File: src/hw/rtl/tlea_pkg.sv
// ----------------------------------------------------------------------------
// tlea_pkg: shared types and constants of the two-level low energy alarm
// Holds per-level state, the flags that pass from one level to the next,
// screen and register codes, and the cadence timings.
// ----------------------------------------------------------------------------
package tlea_pkg;

    // field widths
    localparam int unsigned PCT_W    = 7;
    localparam int unsigned MIN_W    = 6;
    localparam int unsigned SEC_W    = 6;
    localparam int unsigned MS_W     = 32;
    localparam int unsigned CAD_W    = 10;
    localparam int unsigned CFG_AW   = 2;
    localparam int unsigned CFG_DW   = 7;
    localparam int unsigned S_DATA_W = 56;
    localparam int unsigned M_DATA_W = 8;

    // alarm timeout (seconds per minute) and cadence (milliseconds)
    localparam logic [SEC_W-1:0] SEC_PER_MIN = 6'd60;
    localparam logic [CAD_W-1:0] L1_ON_MS    = 10'd100;
    localparam logic [CAD_W-1:0] L1_OFF_MS   = 10'd750;
    localparam logic [CAD_W-1:0] L2_ON_MS    = 10'd250;
    localparam logic [CAD_W-1:0] L2_OFF_MS   = 10'd250;

    // screen request codes
    typedef enum logic [1:0] {
        SCR_NONE  = 2'd0,
        SCR_ALARM = 2'd1,
        SCR_HOME  = 2'd2
    } screen_t;

    // configuration register indexes
    typedef enum logic [CFG_AW-1:0] {
        CFG_LEVEL1_THR = 2'd0,
        CFG_LEVEL2_THR = 2'd1,
        CFG_AUDIBLE    = 2'd2,
        CFG_AUTO_BL    = 2'd3
    } cfg_index_t;

    // state kept for one alarm level
    typedef struct packed {
        logic             active;
        logic             silenced;
        logic [MIN_W-1:0] end_minute;
        logic [SEC_W-1:0] end_second;
        logic [MS_W-1:0]  next_on_time;
        logic [MS_W-1:0]  next_off_time;
        logic             on_taken;
        logic             off_taken;
    } level_state_t;

    // per-poll flags handed from one level evaluation to the next
    typedef struct packed {
        logic    silence;
        screen_t screen;
        logic    backlight;
        logic    consumed;
        logic    buzzer;
    } poll_flags_t;

    // minute advance modulo 60, valid for any 6-bit input
    function automatic logic [MIN_W-1:0] minute_inc(input logic [MIN_W-1:0] m);
        logic [MIN_W:0] sum;
        sum = {1'b0, m} + 7'd1;
        if (sum >= {1'b0, SEC_PER_MIN}) begin
            sum = sum - {1'b0, SEC_PER_MIN};
        end
        return sum[MIN_W-1:0];
    endfunction

endpackage

File: src/hw/rtl/tlea_level.sv
// ----------------------------------------------------------------------------
// tlea_level: evaluation of one alarm level for one poll
// Arms, silences and clears the level, and runs its buzzer cadence. Pure
// combinational logic; the caller holds the state registers.
// ----------------------------------------------------------------------------
module tlea_level (
    input  logic                          enable,
    input  logic [tlea_pkg::PCT_W-1:0]    threshold,
    input  logic [tlea_pkg::CAD_W-1:0]    on_ms,
    input  logic [tlea_pkg::CAD_W-1:0]    off_ms,
    input  logic                          audible,
    input  logic                          auto_bl,
    input  logic [tlea_pkg::PCT_W-1:0]    percent_left,
    input  logic [tlea_pkg::MIN_W-1:0]    clock_minute,
    input  logic [tlea_pkg::SEC_W-1:0]    clock_second,
    input  logic [tlea_pkg::MS_W-1:0]     millis_now,
    input  tlea_pkg::level_state_t        state_in,
    input  tlea_pkg::poll_flags_t         flags_in,
    output tlea_pkg::level_state_t        state_out,
    output tlea_pkg::poll_flags_t         flags_out
);

    logic                       sec_wrap;
    logic [tlea_pkg::SEC_W-1:0] arm_second;
    logic [tlea_pkg::MIN_W-1:0] arm_minute;
    logic [tlea_pkg::MS_W-1:0]  on_len;
    logic [tlea_pkg::MS_W-1:0]  off_len;

    // end time 60 s after arming, with second and minute wrap
    assign sec_wrap   = clock_second >= tlea_pkg::SEC_PER_MIN;
    assign arm_second = sec_wrap ? clock_second - tlea_pkg::SEC_PER_MIN : clock_second;
    assign arm_minute = sec_wrap ? tlea_pkg::minute_inc(tlea_pkg::minute_inc(clock_minute))
                                 : tlea_pkg::minute_inc(clock_minute);

    assign on_len  = {{(tlea_pkg::MS_W-tlea_pkg::CAD_W){1'b0}}, on_ms};
    assign off_len = {{(tlea_pkg::MS_W-tlea_pkg::CAD_W){1'b0}}, off_ms};

    // arm / silence / clear, then cadence on the updated state
    always_comb begin
        state_out = state_in;
        flags_out = flags_in;
        if (enable) begin
            if (percent_left <= threshold) begin
                if (!state_in.active) begin
                    state_out.active        = 1'b1;
                    state_out.end_second    = arm_second;
                    state_out.end_minute    = arm_minute;
                    state_out.next_on_time  = '0;
                    state_out.next_off_time = '0;
                    state_out.on_taken      = 1'b0;
                    state_out.off_taken     = 1'b0;
                    flags_out.screen        = tlea_pkg::SCR_ALARM;
                    if (auto_bl) begin
                        flags_out.backlight = 1'b1;
                    end
                end else if (!state_in.silenced) begin
                    if ((clock_minute == state_in.end_minute &&
                         clock_second >= state_in.end_second) || flags_in.silence) begin
                        if (flags_in.silence) begin
                            flags_out.consumed = 1'b1;
                        end
                        flags_out.silence       = 1'b0;
                        state_out.silenced      = 1'b1;
                        state_out.next_on_time  = '0;
                        state_out.next_off_time = '0;
                        flags_out.screen        = tlea_pkg::SCR_HOME;
                    end
                end
            end else begin
                if (state_in.active && !state_in.silenced) begin
                    flags_out.screen = tlea_pkg::SCR_HOME;
                end
                state_out.active   = 1'b0;
                state_out.silenced = 1'b0;
            end

            if (state_out.active) begin
                if (state_out.silenced || !audible) begin
                    flags_out.buzzer = 1'b0;
                end else begin
                    // on edge
                    if (millis_now > state_out.next_on_time) begin
                        if (!state_out.on_taken) begin
                            state_out.on_taken      = 1'b1;
                            state_out.next_off_time = millis_now + on_len;
                            flags_out.buzzer        = 1'b1;
                        end
                    end else begin
                        state_out.on_taken = 1'b0;
                    end
                    // off edge
                    if (millis_now > state_out.next_off_time) begin
                        if (!state_out.off_taken) begin
                            state_out.off_taken    = 1'b1;
                            state_out.next_on_time = millis_now + off_len;
                            flags_out.buzzer       = 1'b0;
                        end
                    end else begin
                        state_out.off_taken = 1'b0;
                    end
                end
            end
        end
    end

endmodule

File: src/hw/rtl/two_level_low_energy_alarm.sv
// ----------------------------------------------------------------------------
// two_level_low_energy_alarm: two-level low energy alarm, one poll per request
// Evaluates both alarm levels for each poll and returns buzzer, screen,
// backlight and silence-taken flags.
// ----------------------------------------------------------------------------
// Usage:
//  - s_ channel carries one poll per request: percent, minute, second,
//    millisecond time and the silence request. m_ channel returns one
//    result request per poll, in order.
//  - cfg port writes the two thresholds, audible enable and auto backlight;
//    write only while no poll is in flight.
//  - path: an accepted poll is captured in the input register, evaluated
//    from there, and its result is registered in the result register for m_.
//  - throughput: one poll per cycle while m_tready is high; the level state
//    loop runs from the state registers through the two level evaluators.
//  - receiver stall: the result register holds, the input register takes
//    one more poll, then s_tready drops until the result is taken.
//  - reset (aresetn low, synchronous): both levels inactive, buzzer off,
//    thresholds 0, audible off, auto backlight on, both registers empty.
// ----------------------------------------------------------------------------
module two_level_low_energy_alarm (
    input  logic                            aclk,
    input  logic                            aresetn,
    // configuration write port
    input  logic                            cfg_wr_en,
    input  logic [tlea_pkg::CFG_AW-1:0]     cfg_addr,
    input  logic [tlea_pkg::CFG_DW-1:0]     cfg_wr_data,
    // poll input
    input  logic                            s_tvalid,
    output logic                            s_tready,
    // percent_left[6:0], clock_minute[12:7], clock_second[18:13],
    // millis_now[50:19], silence_request[51], zero[55:52]
    input  logic [tlea_pkg::S_DATA_W-1:0]   s_tdata,
    // result output
    output logic                            m_tvalid,
    input  logic                            m_tready,
    // buzzer_on[0], screen_request[2:1], backlight_request[3],
    // silence_consumed[4], zero[7:5]
    output logic [tlea_pkg::M_DATA_W-1:0]   m_tdata
);

    // configuration registers
    logic [tlea_pkg::PCT_W-1:0] thr1_reg;
    logic [tlea_pkg::PCT_W-1:0] thr2_reg;
    logic                       audible_reg;
    logic                       auto_bl_reg;

    // input register
    logic                       in_vld_reg;
    logic [tlea_pkg::PCT_W-1:0] pct_reg;
    logic [tlea_pkg::MIN_W-1:0] minute_reg;
    logic [tlea_pkg::SEC_W-1:0] second_reg;
    logic [tlea_pkg::MS_W-1:0]  now_reg;
    logic                       silence_reg;

    // level state and buzzer
    tlea_pkg::level_state_t     lvl1_reg;
    tlea_pkg::level_state_t     lvl2_reg;
    tlea_pkg::level_state_t     lvl1_next;
    tlea_pkg::level_state_t     lvl2_next;
    logic                       buzzer_reg;

    // result register
    logic                       out_vld_reg;
    logic                       out_buzzer_reg;
    tlea_pkg::screen_t          out_screen_reg;
    logic                       out_bl_reg;
    logic                       out_consumed_reg;

    tlea_pkg::poll_flags_t      flags_start;
    tlea_pkg::poll_flags_t      flags_mid;
    tlea_pkg::poll_flags_t      flags_end;
    logic                       lvl1_en;
    logic                       lvl2_en;
    logic                       any_sounding;
    logic                       buzzer_next;
    logic                       advance;

    // handshake
    assign advance  = in_vld_reg && (!out_vld_reg || m_tready);
    assign s_tready = !in_vld_reg || advance;
    assign m_tvalid = out_vld_reg;
    assign m_tdata  = {3'b000, out_consumed_reg, out_bl_reg, out_screen_reg, out_buzzer_reg};

    // configuration writes
    always_ff @(posedge aclk) begin
        if (!aresetn) begin
            thr1_reg    <= '0;
            thr2_reg    <= '0;
            audible_reg <= 1'b0;
            auto_bl_reg <= 1'b1;
        end else if (cfg_wr_en) begin
            case (tlea_pkg::cfg_index_t'(cfg_addr))
                tlea_pkg::CFG_LEVEL1_THR: thr1_reg    <= cfg_wr_data;
                tlea_pkg::CFG_LEVEL2_THR: thr2_reg    <= cfg_wr_data;
                tlea_pkg::CFG_AUDIBLE:    audible_reg <= cfg_wr_data[0];
                tlea_pkg::CFG_AUTO_BL:    auto_bl_reg <= cfg_wr_data[0];
                default: ;
            endcase
        end
    end

    // input register
    always_ff @(posedge aclk) begin
        if (!aresetn) begin
            in_vld_reg <= 1'b0;
        end else if (s_tready) begin
            in_vld_reg <= s_tvalid;
        end
    end

    always_ff @(posedge aclk) begin
        if (s_tready && s_tvalid) begin
            pct_reg     <= s_tdata[6:0];
            minute_reg  <= s_tdata[12:7];
            second_reg  <= s_tdata[18:13];
            now_reg     <= s_tdata[50:19];
            silence_reg <= s_tdata[51];
        end
    end

    // level 1 runs while level 2 is quiet, level 2 while updated level 1 is quiet
    assign lvl1_en = (thr1_reg != '0) && (!lvl2_reg.active || lvl2_reg.silenced);
    assign lvl2_en = (thr2_reg != '0) && (!lvl1_next.active || lvl1_next.silenced);

    always_comb begin
        flags_start           = '0;
        flags_start.silence   = silence_reg;
        flags_start.screen    = tlea_pkg::SCR_NONE;
        flags_start.buzzer    = buzzer_reg;
    end

    tlea_level u_level1 (
        .enable       (lvl1_en),
        .threshold    (thr1_reg),
        .on_ms        (tlea_pkg::L1_ON_MS),
        .off_ms       (tlea_pkg::L1_OFF_MS),
        .audible      (audible_reg),
        .auto_bl      (auto_bl_reg),
        .percent_left (pct_reg),
        .clock_minute (minute_reg),
        .clock_second (second_reg),
        .millis_now   (now_reg),
        .state_in     (lvl1_reg),
        .flags_in     (flags_start),
        .state_out    (lvl1_next),
        .flags_out    (flags_mid)
    );

    tlea_level u_level2 (
        .enable       (lvl2_en),
        .threshold    (thr2_reg),
        .on_ms        (tlea_pkg::L2_ON_MS),
        .off_ms       (tlea_pkg::L2_OFF_MS),
        .audible      (audible_reg),
        .auto_bl      (auto_bl_reg),
        .percent_left (pct_reg),
        .clock_minute (minute_reg),
        .clock_second (second_reg),
        .millis_now   (now_reg),
        .state_in     (lvl2_reg),
        .flags_in     (flags_mid),
        .state_out    (lvl2_next),
        .flags_out    (flags_end)
    );

    // buzzer forced off when nothing sounds
    assign any_sounding = (lvl1_next.active && !lvl1_next.silenced) ||
                          (lvl2_next.active && !lvl2_next.silenced);
    assign buzzer_next  = flags_end.buzzer && any_sounding && audible_reg;

    // state update and result register
    always_ff @(posedge aclk) begin
        if (!aresetn) begin
            lvl1_reg    <= '0;
            lvl2_reg    <= '0;
            buzzer_reg  <= 1'b0;
            out_vld_reg <= 1'b0;
        end else begin
            if (advance) begin
                lvl1_reg    <= lvl1_next;
                lvl2_reg    <= lvl2_next;
                buzzer_reg  <= buzzer_next;
                out_vld_reg <= 1'b1;
            end else if (m_tready) begin
                out_vld_reg <= 1'b0;
            end
        end
    end

    always_ff @(posedge aclk) begin
        if (advance) begin
            out_buzzer_reg   <= buzzer_next;
            out_screen_reg   <= flags_end.screen;
            out_bl_reg       <= flags_end.backlight;
            out_consumed_reg <= flags_end.consumed;
        end
    end

    // the two levels never sound at the same time
    assert property (@(posedge aclk) disable iff (!aresetn)
        !(lvl1_reg.active && !lvl1_reg.silenced && lvl2_reg.active && !lvl2_reg.silenced))
    else $error("both alarm levels active and unsilenced");

    // a backlight request only comes with the alarm screen
    assert property (@(posedge aclk) disable iff (!aresetn)
        (out_vld_reg && out_bl_reg) |-> (out_screen_reg == tlea_pkg::SCR_ALARM))
    else $error("backlight request without alarm screen");

    // buzzer only sounds while some level is active and unsilenced
    assert property (@(posedge aclk) disable iff (!aresetn)
        buzzer_reg |-> ((lvl1_reg.active && !lvl1_reg.silenced) ||
                        (lvl2_reg.active && !lvl2_reg.silenced)))
    else $error("buzzer on with no sounding level");

    // a poll that cannot advance stays in the input register
    assert property (@(posedge aclk) disable iff (!aresetn)
        (in_vld_reg && !advance) |=> (in_vld_reg && $stable(now_reg) && $stable(pct_reg)))
    else $error("stalled poll lost from input register");

endmodule
File: config.mk
export PLATFORM = sky130hd
export DESIGN_NAME = two_level_low_energy_alarm
export DESIGN_NICKNAME = d
export VERILOG_FILES = /design/src/hw/rtl/tlea_pkg.sv /design/src/hw/rtl/tlea_level.sv /design/src/hw/rtl/two_level_low_energy_alarm.sv
export SDC_FILE = /design/constraint.sdc
export NUM_CORES = 1
export LEC_CHECK = 0
export BUFFER_PORTS_ARGS = -buffer_cell sky130_fd_sc_hd__buf_2
export CAP_MARGIN = 15
export CORE_ASPECT_RATIO = 1.1
export CORE_UTILIZATION = 45
export CTS_CLUSTER_SIZE = 10
export DETAILED_ROUTE_END_ITERATION = 7
export GPL_ROUTABILITY_DRIVEN = 0
export PLACE_DENSITY_LB_ADDON = 0.08
export SLEW_MARGIN = 20
export SYNTH_ARGS = -nofsm -noshare
export SYNTH_HDL_FRONTEND = slang
export SYNTH_SLANG_ARGS = --single-unit
File: constraint.sdc
create_clock -name aclk -period 9.35 [get_ports aclk]
set_input_delay 1.87 -clock aclk [delete_from_list [all_inputs] [get_ports aclk]]
set_output_delay 1.87 -clock aclk [all_outputs]
set_load 0.02 [all_outputs]
==> summary.txt, run 1 <==
Combinational share of power: 16.1%
Post-synthesis instance total: 1721
CTS clock-pin slew for the worst setup and hold paths: 0.06 ns
Initial core utilization: 45.7%
Dominant cells by area after synthesis: dfxtp_1 24%, ha_1 14%, edfxtp_1 11%, nand2_1 5.6%, o2bb2ai_1 3.6%
Vias in the first global route: 12.1k
Total leakage power: 0.00624 uW
CTS tree: yes
Actual slew at the worst max-slew pin: 1.07 ns
Status: completed
Post-Route Utilization: 50.6%
Initial antenna violation count: 0
Count of flip-flops with a built-in enable after synthesis: 57
Hold violation total from the final report: 0
Layout overhead on the synthesized area: 10.7%
Final setup violating endpoints: 0
Cell Pwr Density: 160 nW/um2
Top-area cell type share of the netlist area: 23.6%
Estimated wirelength of the detail-placed design: 28.7 mm
Count of buffers from port buffering: 72
Antenna viol nets, final: 0
Max capacitance violation total: 0
Required time of the critical path: 9.85 ns
Kind of end point of the critical path: flip-flop
Die outline area: 34500 um2
Cell repeated most along the worst path: o21ai_0
CTS Hold Bufs: 0
Aggregate negative setup slack: 0 ns
Fraction of synthesis flops using an asynchronous set or reset pin: 0%
Top FF cell, synth: dfxtp_1
Post-synthesis register bit count: 236
Average wire length per cell after detail routing: 18.9 um
Total global-route track usage: 24.4%
Diode insertion count for antenna repair: 0
Number of clock buffers inserted by TritonCTS: 30
Post-CTS setup buffers: 0
Startpoint class of the critical path: flip-flop
Cell types with the highest counts after synthesis: 225 x nand2_1, 179 x dfxtp_1, 165 x ha_1
Worst Skew: 0.0168 ns
Dominant cell by count in the synthesized netlist: nand2_1
Switching portion of total power: 28.7%
Global-route wire length before repair: 66.9 mm
Sequential Power Share: 41.7%
CTS H-Tree Depth: 1
Cell accounting for the most synthesized area: dfxtp_1
NetSw: 769 uW
Post-CTS resize count: 0
Clock insertion delay at the later pin of the skew report: 0.58 ns
GRT Residual Overflow: 0
Hold crit path type: reg2reg
Maximum fanout encountered on the critical timing path: 32
Count of routing violations after the opening detailed-route iteration: 837
DRC: 0
Max-Slew Margin vs Limit: 28.3%
Floorplan core area: 33200 um2
Relative contribution of the clock network to total power: 42.2%
Die Wd: 177 um
Peak VDD IR: 131 uV
Clock tree sinks: 236
WS Path Type: reg2reg
Internal cell power: 1910 uW
Number of nets in the layout: 1982
Post-synth cell types: 83
TritonRoute pass-1 iters: 5
Instance count along the most critical hold path: 2
Highest achievable clock rate: 119 MHz
Top Ports: 80
Largest net degree at the start of global routing: 73
Ratio of routed vias to standard cells: 5.75
Clock root buffer master: clkbuf_16
Overall routed net length: 41.7 mm
Part of the Yosys area used for sequential elements: 34.9%
Filler Cells Inserted: 3191
Synth warnings: 0
Deepest clock path buffer count: 3
Total standard cell area after synthesis: 15200 um2
Critical-path cell with the highest stage delay: a2111oi_2
Num rows: 70
Total via count in the routed design: 12.7k
Longest individual stage delay on the worst path: 0.72 ns
Max Transition Viols Final: 0
Vertical die dimension: 195 um
RSZ-0062 raised after global routing: no
Arrival time of data at the critical path endpoint: 8.88 ns
Reg2reg path depth: 31
Time the worst path needs with I/O delays and setup: 8.38 ns
Final cycle utilization of the critical path: 89.6%
Avg Cell Area, Syn: 8.82 um2
Ratio of cells with drive above 1 in the final layout: 11.0%
-- power groups by stage --
| stage | combinational [uW] | sequential [uW] | clock [uW] |
|---|---|---|---|
| after detailed placement | 430 | 1140 | 0 |
| after floorplan | 331 | 1110 | 0 |
| after global placement | 423 | 1140 | 0 |
| after CTS | 433 | 1120 | 1160 |
| after global routing | 485 | 1120 | 1200 |
| final | 432 | 1120 | 1130 |
-- final cells by class --
class	instances	area, um2	area share, %
multi-input cells	1330	9250	55.0
flip-flops and latches	236	5300	31.5
well taps	432	541	3.22
clock inverters	3	30.0	0.179
repair buffers	96	553	3.29
clock buffers	52	935	5.56
inverters	53	199	1.18
-- critical path, delay by kind of cell (launching register included) --
kind                     cells  cell delay, ns
adder cells (fa/ha/maj)      3            0.82
AND/OR/NAND/NOR              4            0.67
buffers and inverters        4            0.89
flip-flops                   1            0.41
AO/OA/AOI/OAI               19            5.09
multiplexers                 1            0.37
-- layer usage --
| metal | track usage [%] | wire (um) | up-vias |
|---|---|---|---|
| li1 | - | - | 6311 |
| met1 | 34.0 | 19700 | 5968 |
| met2 | 38.9 | 19000 | 304 |
| met3 | 3.07 | 1750 | 71 |
| met4 | 7.95 | 1330 | 0 |
| met5 | 0 | 0 | - |
-- stage by stage --
step           cells  area, um2  setup slack, ns  power, uW  hold slack [ns]
2_1_floorplan   1723      15200             2.26       1440            0.424
3_3_place_gp    2147      15800             1.10       1560            0.433
3_5_place_dp    2147      15800             1.08       1570            0.441
4_1_cts         2202      16800             1.03       2710            0.453
5_1_grt         2202      16800            0.471       2810            0.469
6_report        2202      16800            0.975       2680            0.451
-- cell families (layout without fill, tap and decap cells) --
kind of cell / after synthesis / count (layout) / synth area share (%)
other cells: 1 / 3 / 0.0247
flops: 236 / 236 / 34.9
mux: 40 / 40 / 2.84
compound gates: 417 / 417 / 19.4
buf+inv: 157 / 204 / 4.42
fa+ha+maj: 165 / 165 / 13.6
simple gates: 599 / 599 / 18.7
xor+xnor: 106 / 106 / 6.12
-- path summary, 6_finish.rpt --
path                                                start                   endpoint  slack [ns]
worst max-delay path              second_reg[0]$_DFFE_PP_  lvl2_reg[63]$_SDFFE_PN0P_        0.97
worst min-delay path            lvl2_reg[19]$_SDFFE_PN0P_  lvl2_reg[19]$_SDFFE_PN0P_        0.45
worst max register to register    second_reg[0]$_DFFE_PP_  lvl2_reg[63]$_SDFFE_PN0P_        0.97
worst min register to register  lvl2_reg[19]$_SDFFE_PN0P_  lvl2_reg[19]$_SDFFE_PN0P_        0.45
-- cell usage in the layout (no fill, tap or decap), types with 9 or more instances in the layout --
cell / n
inv_1: 52
nand2_1: 224
buf_2: 72
o21ai_0: 73
a21oi_1: 95
nor2_1: 134
buf_4: 23
o2bb2ai_1: 62
o21a_1: 10
edfxtp_1: 57
nand4_1: 47
a31oi_1: 18
xnor2_1: 57
mux2i_1: 16
ha_1: 165
nand2b_1: 38
a22oi_1: 30
a211oi_1: 14
nor2b_1: 18
nand3_1: 38
mux2_2: 20
and3_1: 10
and2_1: 11
o22ai_1: 10
xor2_1: 49
clkbuf_1: 13
dfxtp_1: 179
clkbuf_16: 31
a211o_1: 9
nor4_1: 14
a21o_1: 20
nor3_1: 27
Note: power is estimated with default switching activity, not from simulation.
==> inputs of run 2 (changes only) <==
==> constraint.sdc (replaced) <==
create_clock -name aclk -period 7.3 [get_ports aclk]
set_input_delay 1.46 -clock aclk [delete_from_list [all_inputs] [get_ports aclk]]
set_output_delay 1.46 -clock aclk [all_outputs]
set_load 0.02 [all_outputs]
==> run 2 against run 1 <==
Compared with the run above: critical path type unchanged; largest cell class unchanged; fmax increased by 20%; design area increased by 3.2%; total power increased by 27%; sequential power increased by 27%; combinational power increased by 47%; clock skew increased by 0.016 ns; core utilization increased by 1.6 points; clock power increased by 20%; register-to-register slack got worse by 0.64 ns; first-iteration DRC count decreased by 9.6%; via count increased by 1.8%.
==> summary.txt, run 2 (synthesis gave the netlist of run 1 again) <==
Actual slew at the worst max-slew pin: 1.03 ns
Cell repeated most along the worst path: buf_4
NetSw: 986 uW
Average wire length per cell after detail routing: 19.0 um
Hold violation total from the final report: 0
Required time of the critical path: 7.79 ns
Largest net degree at the start of global routing: 73
Number of nets in the layout: 2035
Startpoint class of the critical path: flip-flop
Worst Skew: 0.0324 ns
Ratio of cells with drive above 1 in the final layout: 14.0%
Die Wd: 177 um
Hold crit path type: reg2reg
Clock tree sinks: 236
Num rows: 70
Final setup violating endpoints: 0
Max Transition Viols Final: 0
Start of the worst register-to-register path: pct_reg[4]$_DFFE_PP_
Initial core utilization: 45.7%
Number of clock buffers inserted by TritonCTS: 29
Vias in the first global route: 12.5k
Highest achievable clock rate: 144 MHz
Arrival time of data at the critical path endpoint: 7.45 ns
GRT Residual Overflow: 0
Worst setup path endpoint: lvl2_reg[52]$_SDFFE_PN0P_
Reg2reg path depth: 35
Peak VDD IR: 228 uV
Max capacitance violation total: 0
Vertical die dimension: 195 um
Clock insertion delay at the later pin of the skew report: 0.58 ns
Diode insertion count for antenna repair: 0
Most used cells in the layout excluding fill and tap cells: 224 x nand2_1, 179 x dfxtp_1, 165 x ha_1, 134 x nor2_1, 93 x a21oi_1
Final std cell area, no fill: 17300 um2
Count of routing violations after the opening detailed-route iteration: 757
Internal cell power: 2430 uW
Top Ports: 80
RR Endpoint: lvl2_reg[52]$_SDFFE_PN0P_
CTS Hold Bufs: 0
Cell Pwr Density: 197 nW/um2
Post-Route Utilization: 52.2%
Global-route wire length before repair: 67.6 mm
CTS tree: yes
Kind of end point of the critical path: flip-flop
Sequential Power Share: 41.5%
Final cycle utilization of the critical path: 95.4%
Max-Slew Margin vs Limit: 31.0%
CTS clock-pin slew for the worst setup and hold paths: 0.06 ns
Status: completed
Relative contribution of the clock network to total power: 39.9%
Longest individual stage delay on the worst path: 0.41 ns
Deepest clock path buffer count: 3
Placed cell areas: 16300 um2
Overall routed net length: 42.8 mm
Hold Crit Start: lvl2_reg[24]$_SDFFE_PN0P_
Total global-route track usage: 24.6%
Floorplan core area: 33200 um2
Count of buffers from port buffering: 72
Clock root buffer master: clkbuf_16
Total leakage power: 0.00652 uW
Critical-path cell with the highest stage delay: edfxtp_1
CTS H-Tree Depth: 1
Reg-to-reg setup timing slack: 0.33 ns
Antenna viol nets, final: 0
Die outline area: 34500 um2
Most frequent standard cell in the layout excluding fill and tap cells: nand2_1
Aggregate negative setup slack: 0 ns
Total via count in the routed design: 12.9k
Final Total Pwr: 3410 uW
Critical path startpoint: pct_reg[4]$_DFFE_PP_
Ratio of routed vias to standard cells: 5.71
Time the worst path needs with I/O delays and setup: 6.97 ns
WS Path Type: reg2reg
Estimated wirelength of the detail-placed design: 29.7 mm
Hold slack final: 0.452 ns
Combinational share of power: 18.6%
Switching portion of total power: 28.9%
Maximum fanout encountered on the critical timing path: 12
DRC: 0
TritonRoute pass-1 iters: 5
Layout overhead on the synthesized area: 14.2%
Initial antenna violation count: 0
[run 2: changes by cell type in the layout (fill, tap and decap cells not counted), moves of 2 or more]
cell      previous run  this run
clkinv_2             1         4
buf_12               1         6
a211oi_2             0         2
nor4_2               3         6
a211oi_1            14        12
a21oi_2              3         5
o21ai_1              1         5
clkbuf_1            13        17
nor4_1              14        11
a21oi_1             95        93
o21ai_0             73        69
clkbuf_8             8         2
buf_4               23        65
buf_6                0         3
[run 2: power by group through the flow]
stage / clock network [uW] / logic (uW) / registers, uW
global route: 1450 / 707 / 1420
global placement: 0 / 595 / 1450
CTS: 1400 / 608 / 1420
floorplan: 0 / 424 / 1420
detailed placement: 0 / 604 / 1440
finish: 1360 / 635 / 1420
[run 2: final cells by class]
class	count	area, um2
clock inverter	6	58.8
tap	432	541
fill	3160	15900
sequential	236	5300
clock buffer	48	817
timing repair buffer	150	1090
multi-input combinational	1330	9330
inverter	53	199
[run 2: per-layer routing]
layer | wire, um | vias up | track usage [%]
li1 | - | 6391 | -
met1 | 19200 | 6117 | 32.0
met2 | 20400 | 293 | 41.7
met3 | 1990 | 81 | 3.03
met4 | 1270 | 0 | 8.30
met5 | 0 | - | 0
[run 2: worst min-delay path by stage]
stage | end | cells past startpoint | slack, ns
after global placement | lvl2_reg[31]$_SDFFE_PN0P_ | 2 | 0.43
after CTS | lvl2_reg[29]$_SDFFE_PN0P_ | 2 | 0.45
after global routing | lvl2_reg[28]$_SDFFE_PN0P_ | 2 | 0.46
after detailed placement | lvl2_reg[11]$_SDFFE_PN0P_ | 2 | 0.44
after floorplan | lvl1_reg[34]$_SDFFE_PN0P_ | 1 | 0.42
final | lvl2_reg[24]$_SDFFE_PN0P_ | 2 | 0.45
[run 2: metrics by stage]
step	setup slack (ns)	std cells
global route	-0.00987	2255
global placement	0.105	2193
floorplan	0.211	1723
finish	0.335	2255
detailed placement	0.0786	2193
CTS	0.0227	2247
[run 2: timing repair]
item | in CTS | in global routing
setup buffers | 0 | 5
resized for setup | 0 | 23
endpoints found under the setup margin | 0 | 66
[run 2: worst max-delay path: cells and delay by family (launching register included)]
kind	cells	cell delay, ns
muxes	1	0.35
DFF	1	0.41
adders and majority gates	3	0.91
AOI/OAI and AO/OA	20	3.72
and+or+nand+nor	3	0.23
buffers and inverters	8	1.23
==> inputs of run 3 (changes only) <==
--- a/config.mk
+++ b/config.mk
@@ -5,7 +5,7 @@
 export SDC_FILE = /design/constraint.sdc
 export NUM_CORES = 1
 export LEC_CHECK = 0
-export BUFFER_PORTS_ARGS = -buffer_cell sky130_fd_sc_hd__buf_2
+export BUFFER_PORTS_ARGS = -buffer_cell sky130_fd_sc_hd__clkbuf_2
 export CAP_MARGIN = 15
 export CORE_ASPECT_RATIO = 1.1
 export CORE_UTILIZATION = 45
==> constraint.sdc (replaced) <==
create_clock -name aclk -period 6.4 [get_ports aclk]
set_input_delay 1.28 -clock aclk [delete_from_list [all_inputs] [get_ports aclk]]
set_output_delay 1.28 -clock aclk [all_outputs]
set_load 0.02 [all_outputs]
==> run 3 against run 2 <==
Compared with the run above: the flow now finishes with violations (setup timing); core utilization is 6.0 points higher; sequential share of layout area is 3.1 points lower; flip-flop and latch count stayed put; critical path depth is 2 higher; routed wire length is 7.5% higher; critical path type unchanged.
==> summary.txt, run 3 (synthesis gave the netlist of run 1 again) <==
Status: complete, but fails checks
Violated checks: setup timing
Maximum fanout encountered on the critical timing path: 10
Filler-free cell count of the finished design: 2376
Arrival time of data at the critical path endpoint: 7.22 ns
Largest net degree at the start of global routing: 73
Final setup violating endpoints: 66
Startpoint class of the critical path: flip-flop
Hold crit path type: reg2reg
Diode insertion count for antenna repair: 0
Global-route wire length before repair: 73.0 mm
TritonRoute pass-1 iters: 5
Most frequent standard cell in the layout excluding fill and tap cells: nand2_1
Most used cells in the layout excluding fill and tap cells: 218 x nand2_1, 179 x dfxtp_1, 162 x buf_4, 140 x ha_1, 132 x nor2_1
Total leakage power: 0.00746 uW
Max-Slew Margin vs Limit: 33.6%
Filler Cells Inserted: 2949
RR Endpoint: lvl2_reg[65]$_SDFFE_PN0P_
Total placed cells including tap cells: 2282
Worst Skew: 0.0103 ns
Longest individual stage delay on the worst path: 0.41 ns
Reg-to-reg setup timing slack: -0.32 ns
Number of clock buffers inserted by TritonCTS: 29
Average wire length per cell after detail routing: 19.4 um
Count of buffers from port buffering: 72
Clock root buffer master: clkbuf_16
DRC: 0
Time the worst path needs with I/O delays and setup: 6.72 ns
Number of nets in the layout: 2158
Cell repeated most along the worst path: buf_4
Ratio of routed vias to standard cells: 5.72
Clock tree sinks: 236
Critical-path cell with the highest stage delay: edfxtp_1
CTS clock-pin slew for the worst setup and hold paths: 0.06 ns
Start of the worst register-to-register path: pct_reg[4]$_DFFE_PP_
Worst setup path endpoint: lvl2_reg[65]$_SDFFE_PN0P_
Actual slew at the worst max-slew pin: 0.994 ns
CTS H-Tree Depth: 1
Critical path startpoint: pct_reg[4]$_DFFE_PP_
Ratio of cells with drive above 1 in the final layout: 24.3%
Hold violation total from the final report: 0
Estimated wirelength of the detail-placed design: 30.8 mm
Peak VDD IR: 184 uV
Reg2reg path depth: 37
Cell Pwr Density: 213 nW/um2
RSZ-0062 raised after global routing: yes
Deepest clock path buffer count: 3
CTS tree: yes
Worst-case setup margin in the final layout: -0.324 ns
Final cycle utilization of the critical path: 105%
WS Path Type: reg2reg
Die Wd: 177 um
Num rows: 70
Final Total Pwr: 4120 uW
Required time of the critical path: 6.89 ns
Count of routing violations after the opening detailed-route iteration: 798
Kind of end point of the critical path: flip-flop
Overall routed net length: 46.0 mm
Layout overhead on the synthesized area: 27.2%
Vertical die dimension: 195 um
Aggregate negative setup slack: -15.74 ns
Die outline area: 34500 um2
Antenna viol nets, final: 0
Total via count in the routed design: 13.6k
Initial core utilization: 45.7%
Initial antenna violation count: 0
Top Ports: 80
Clock insertion delay at the later pin of the skew report: 0.56 ns
GRT Residual Overflow: 0
Floorplan core area: 33200 um2
Total global-route track usage: 26.9%
Vias in the first global route: 13.5k
Post-Route Utilization: 58.2%
Highest achievable clock rate: 149 MHz
Max Transition Viols Final: 0
Max capacitance violation total: 0
-- run 3: changes by cell type in the layout (fill, tap and decap cells not counted), sizes merged --
| cell | change |
|---|---|
| buf | +52 |
| inv | -1 |
| clkbuf | +71 |
| clkinv | -1 |
-- run 3: worst min-delay path by stage --
stage                                         start  slack (ns)                        end  cells past startpoint
after floorplan           lvl1_reg[34]$_SDFFE_PN0P_        0.42  lvl1_reg[34]$_SDFFE_PN0P_                      1
after global placement    lvl2_reg[11]$_SDFFE_PN0P_        0.43  lvl2_reg[11]$_SDFFE_PN0P_                      2
after global routing      lvl1_reg[33]$_SDFFE_PN0P_        0.47  lvl1_reg[33]$_SDFFE_PN0P_                      2
after detailed placement   lvl2_reg[7]$_SDFFE_PN0P_        0.44   lvl2_reg[7]$_SDFFE_PN0P_                      2
final                     lvl2_reg[13]$_SDFFE_PN0P_        0.45  lvl2_reg[13]$_SDFFE_PN0P_                      2
after CTS                 lvl2_reg[33]$_SDFFE_PN0P_        0.45  lvl2_reg[33]$_SDFFE_PN0P_                      2
-- run 3: area by class of cell --
type	instances	area [um2]	share of cell area (%)
multi-input cells	1330	10100	52.5
flip-flops and latches	236	5300	27.4
repair buffers	273	2260	11.7
clock buffers	48	837	4.33
well taps	432	541	2.80
inverters	53	199	1.03
clock inverters	4	45.0	0.233
-- run 3: routing by layer --
layer  track usage [%]  up-vias  share of wire, %
met5                 0        -                 0
met4              11.2        0               4.0
met3              2.93      102               4.9
met2              44.4      361                47
met1              35.3     6467                44
li1                  -     6650                 -
-- run 3: through the flow --
step | hold WS, ns | instance area (um2) | setup slack [ns]
final | 0.452 | 19300 | -0.324
after global routing | 0.475 | 19300 | -0.521
after floorplan | 0.424 | 15300 | -0.00251
after CTS | 0.453 | 19100 | -0.191
after detailed placement | 0.442 | 16900 | -0.907
after global placement | 0.433 | 16900 | -0.860
-- run 3: power breakdown --
part	total (uW)	internal, uW	switching [uW]	leakage, uW
clock network	1580	922	662	0.000430
logic	936	430	506	0.00503
registers	1600	1560	40.2	0.00200
total	4120	2910	1210	0.00746
-- run 3: worst max-delay path, delay by kind of cell (launching register included) --
kind	cells	cell delay [ns]
flops	1	0.41
compound gates	10	1.60
fa+ha+maj	3	0.86
mux	1	0.31
buf+inv	13	1.82
simple gates	10	1.61
-- run 3: timing repair --
| item | in CTS | in global routing |
|---|---|---|
| hold endpoints to repair | 0 | 0 |
| cloned | 7 | 1 |
| pin swaps | 57 | 19 |
| hold buffers | 0 | 0 |
| endpoints found under the setup margin | 68 | 68 |
| resized for setup | 161 | 29 |
| buffers inserted | 35 | 5 |
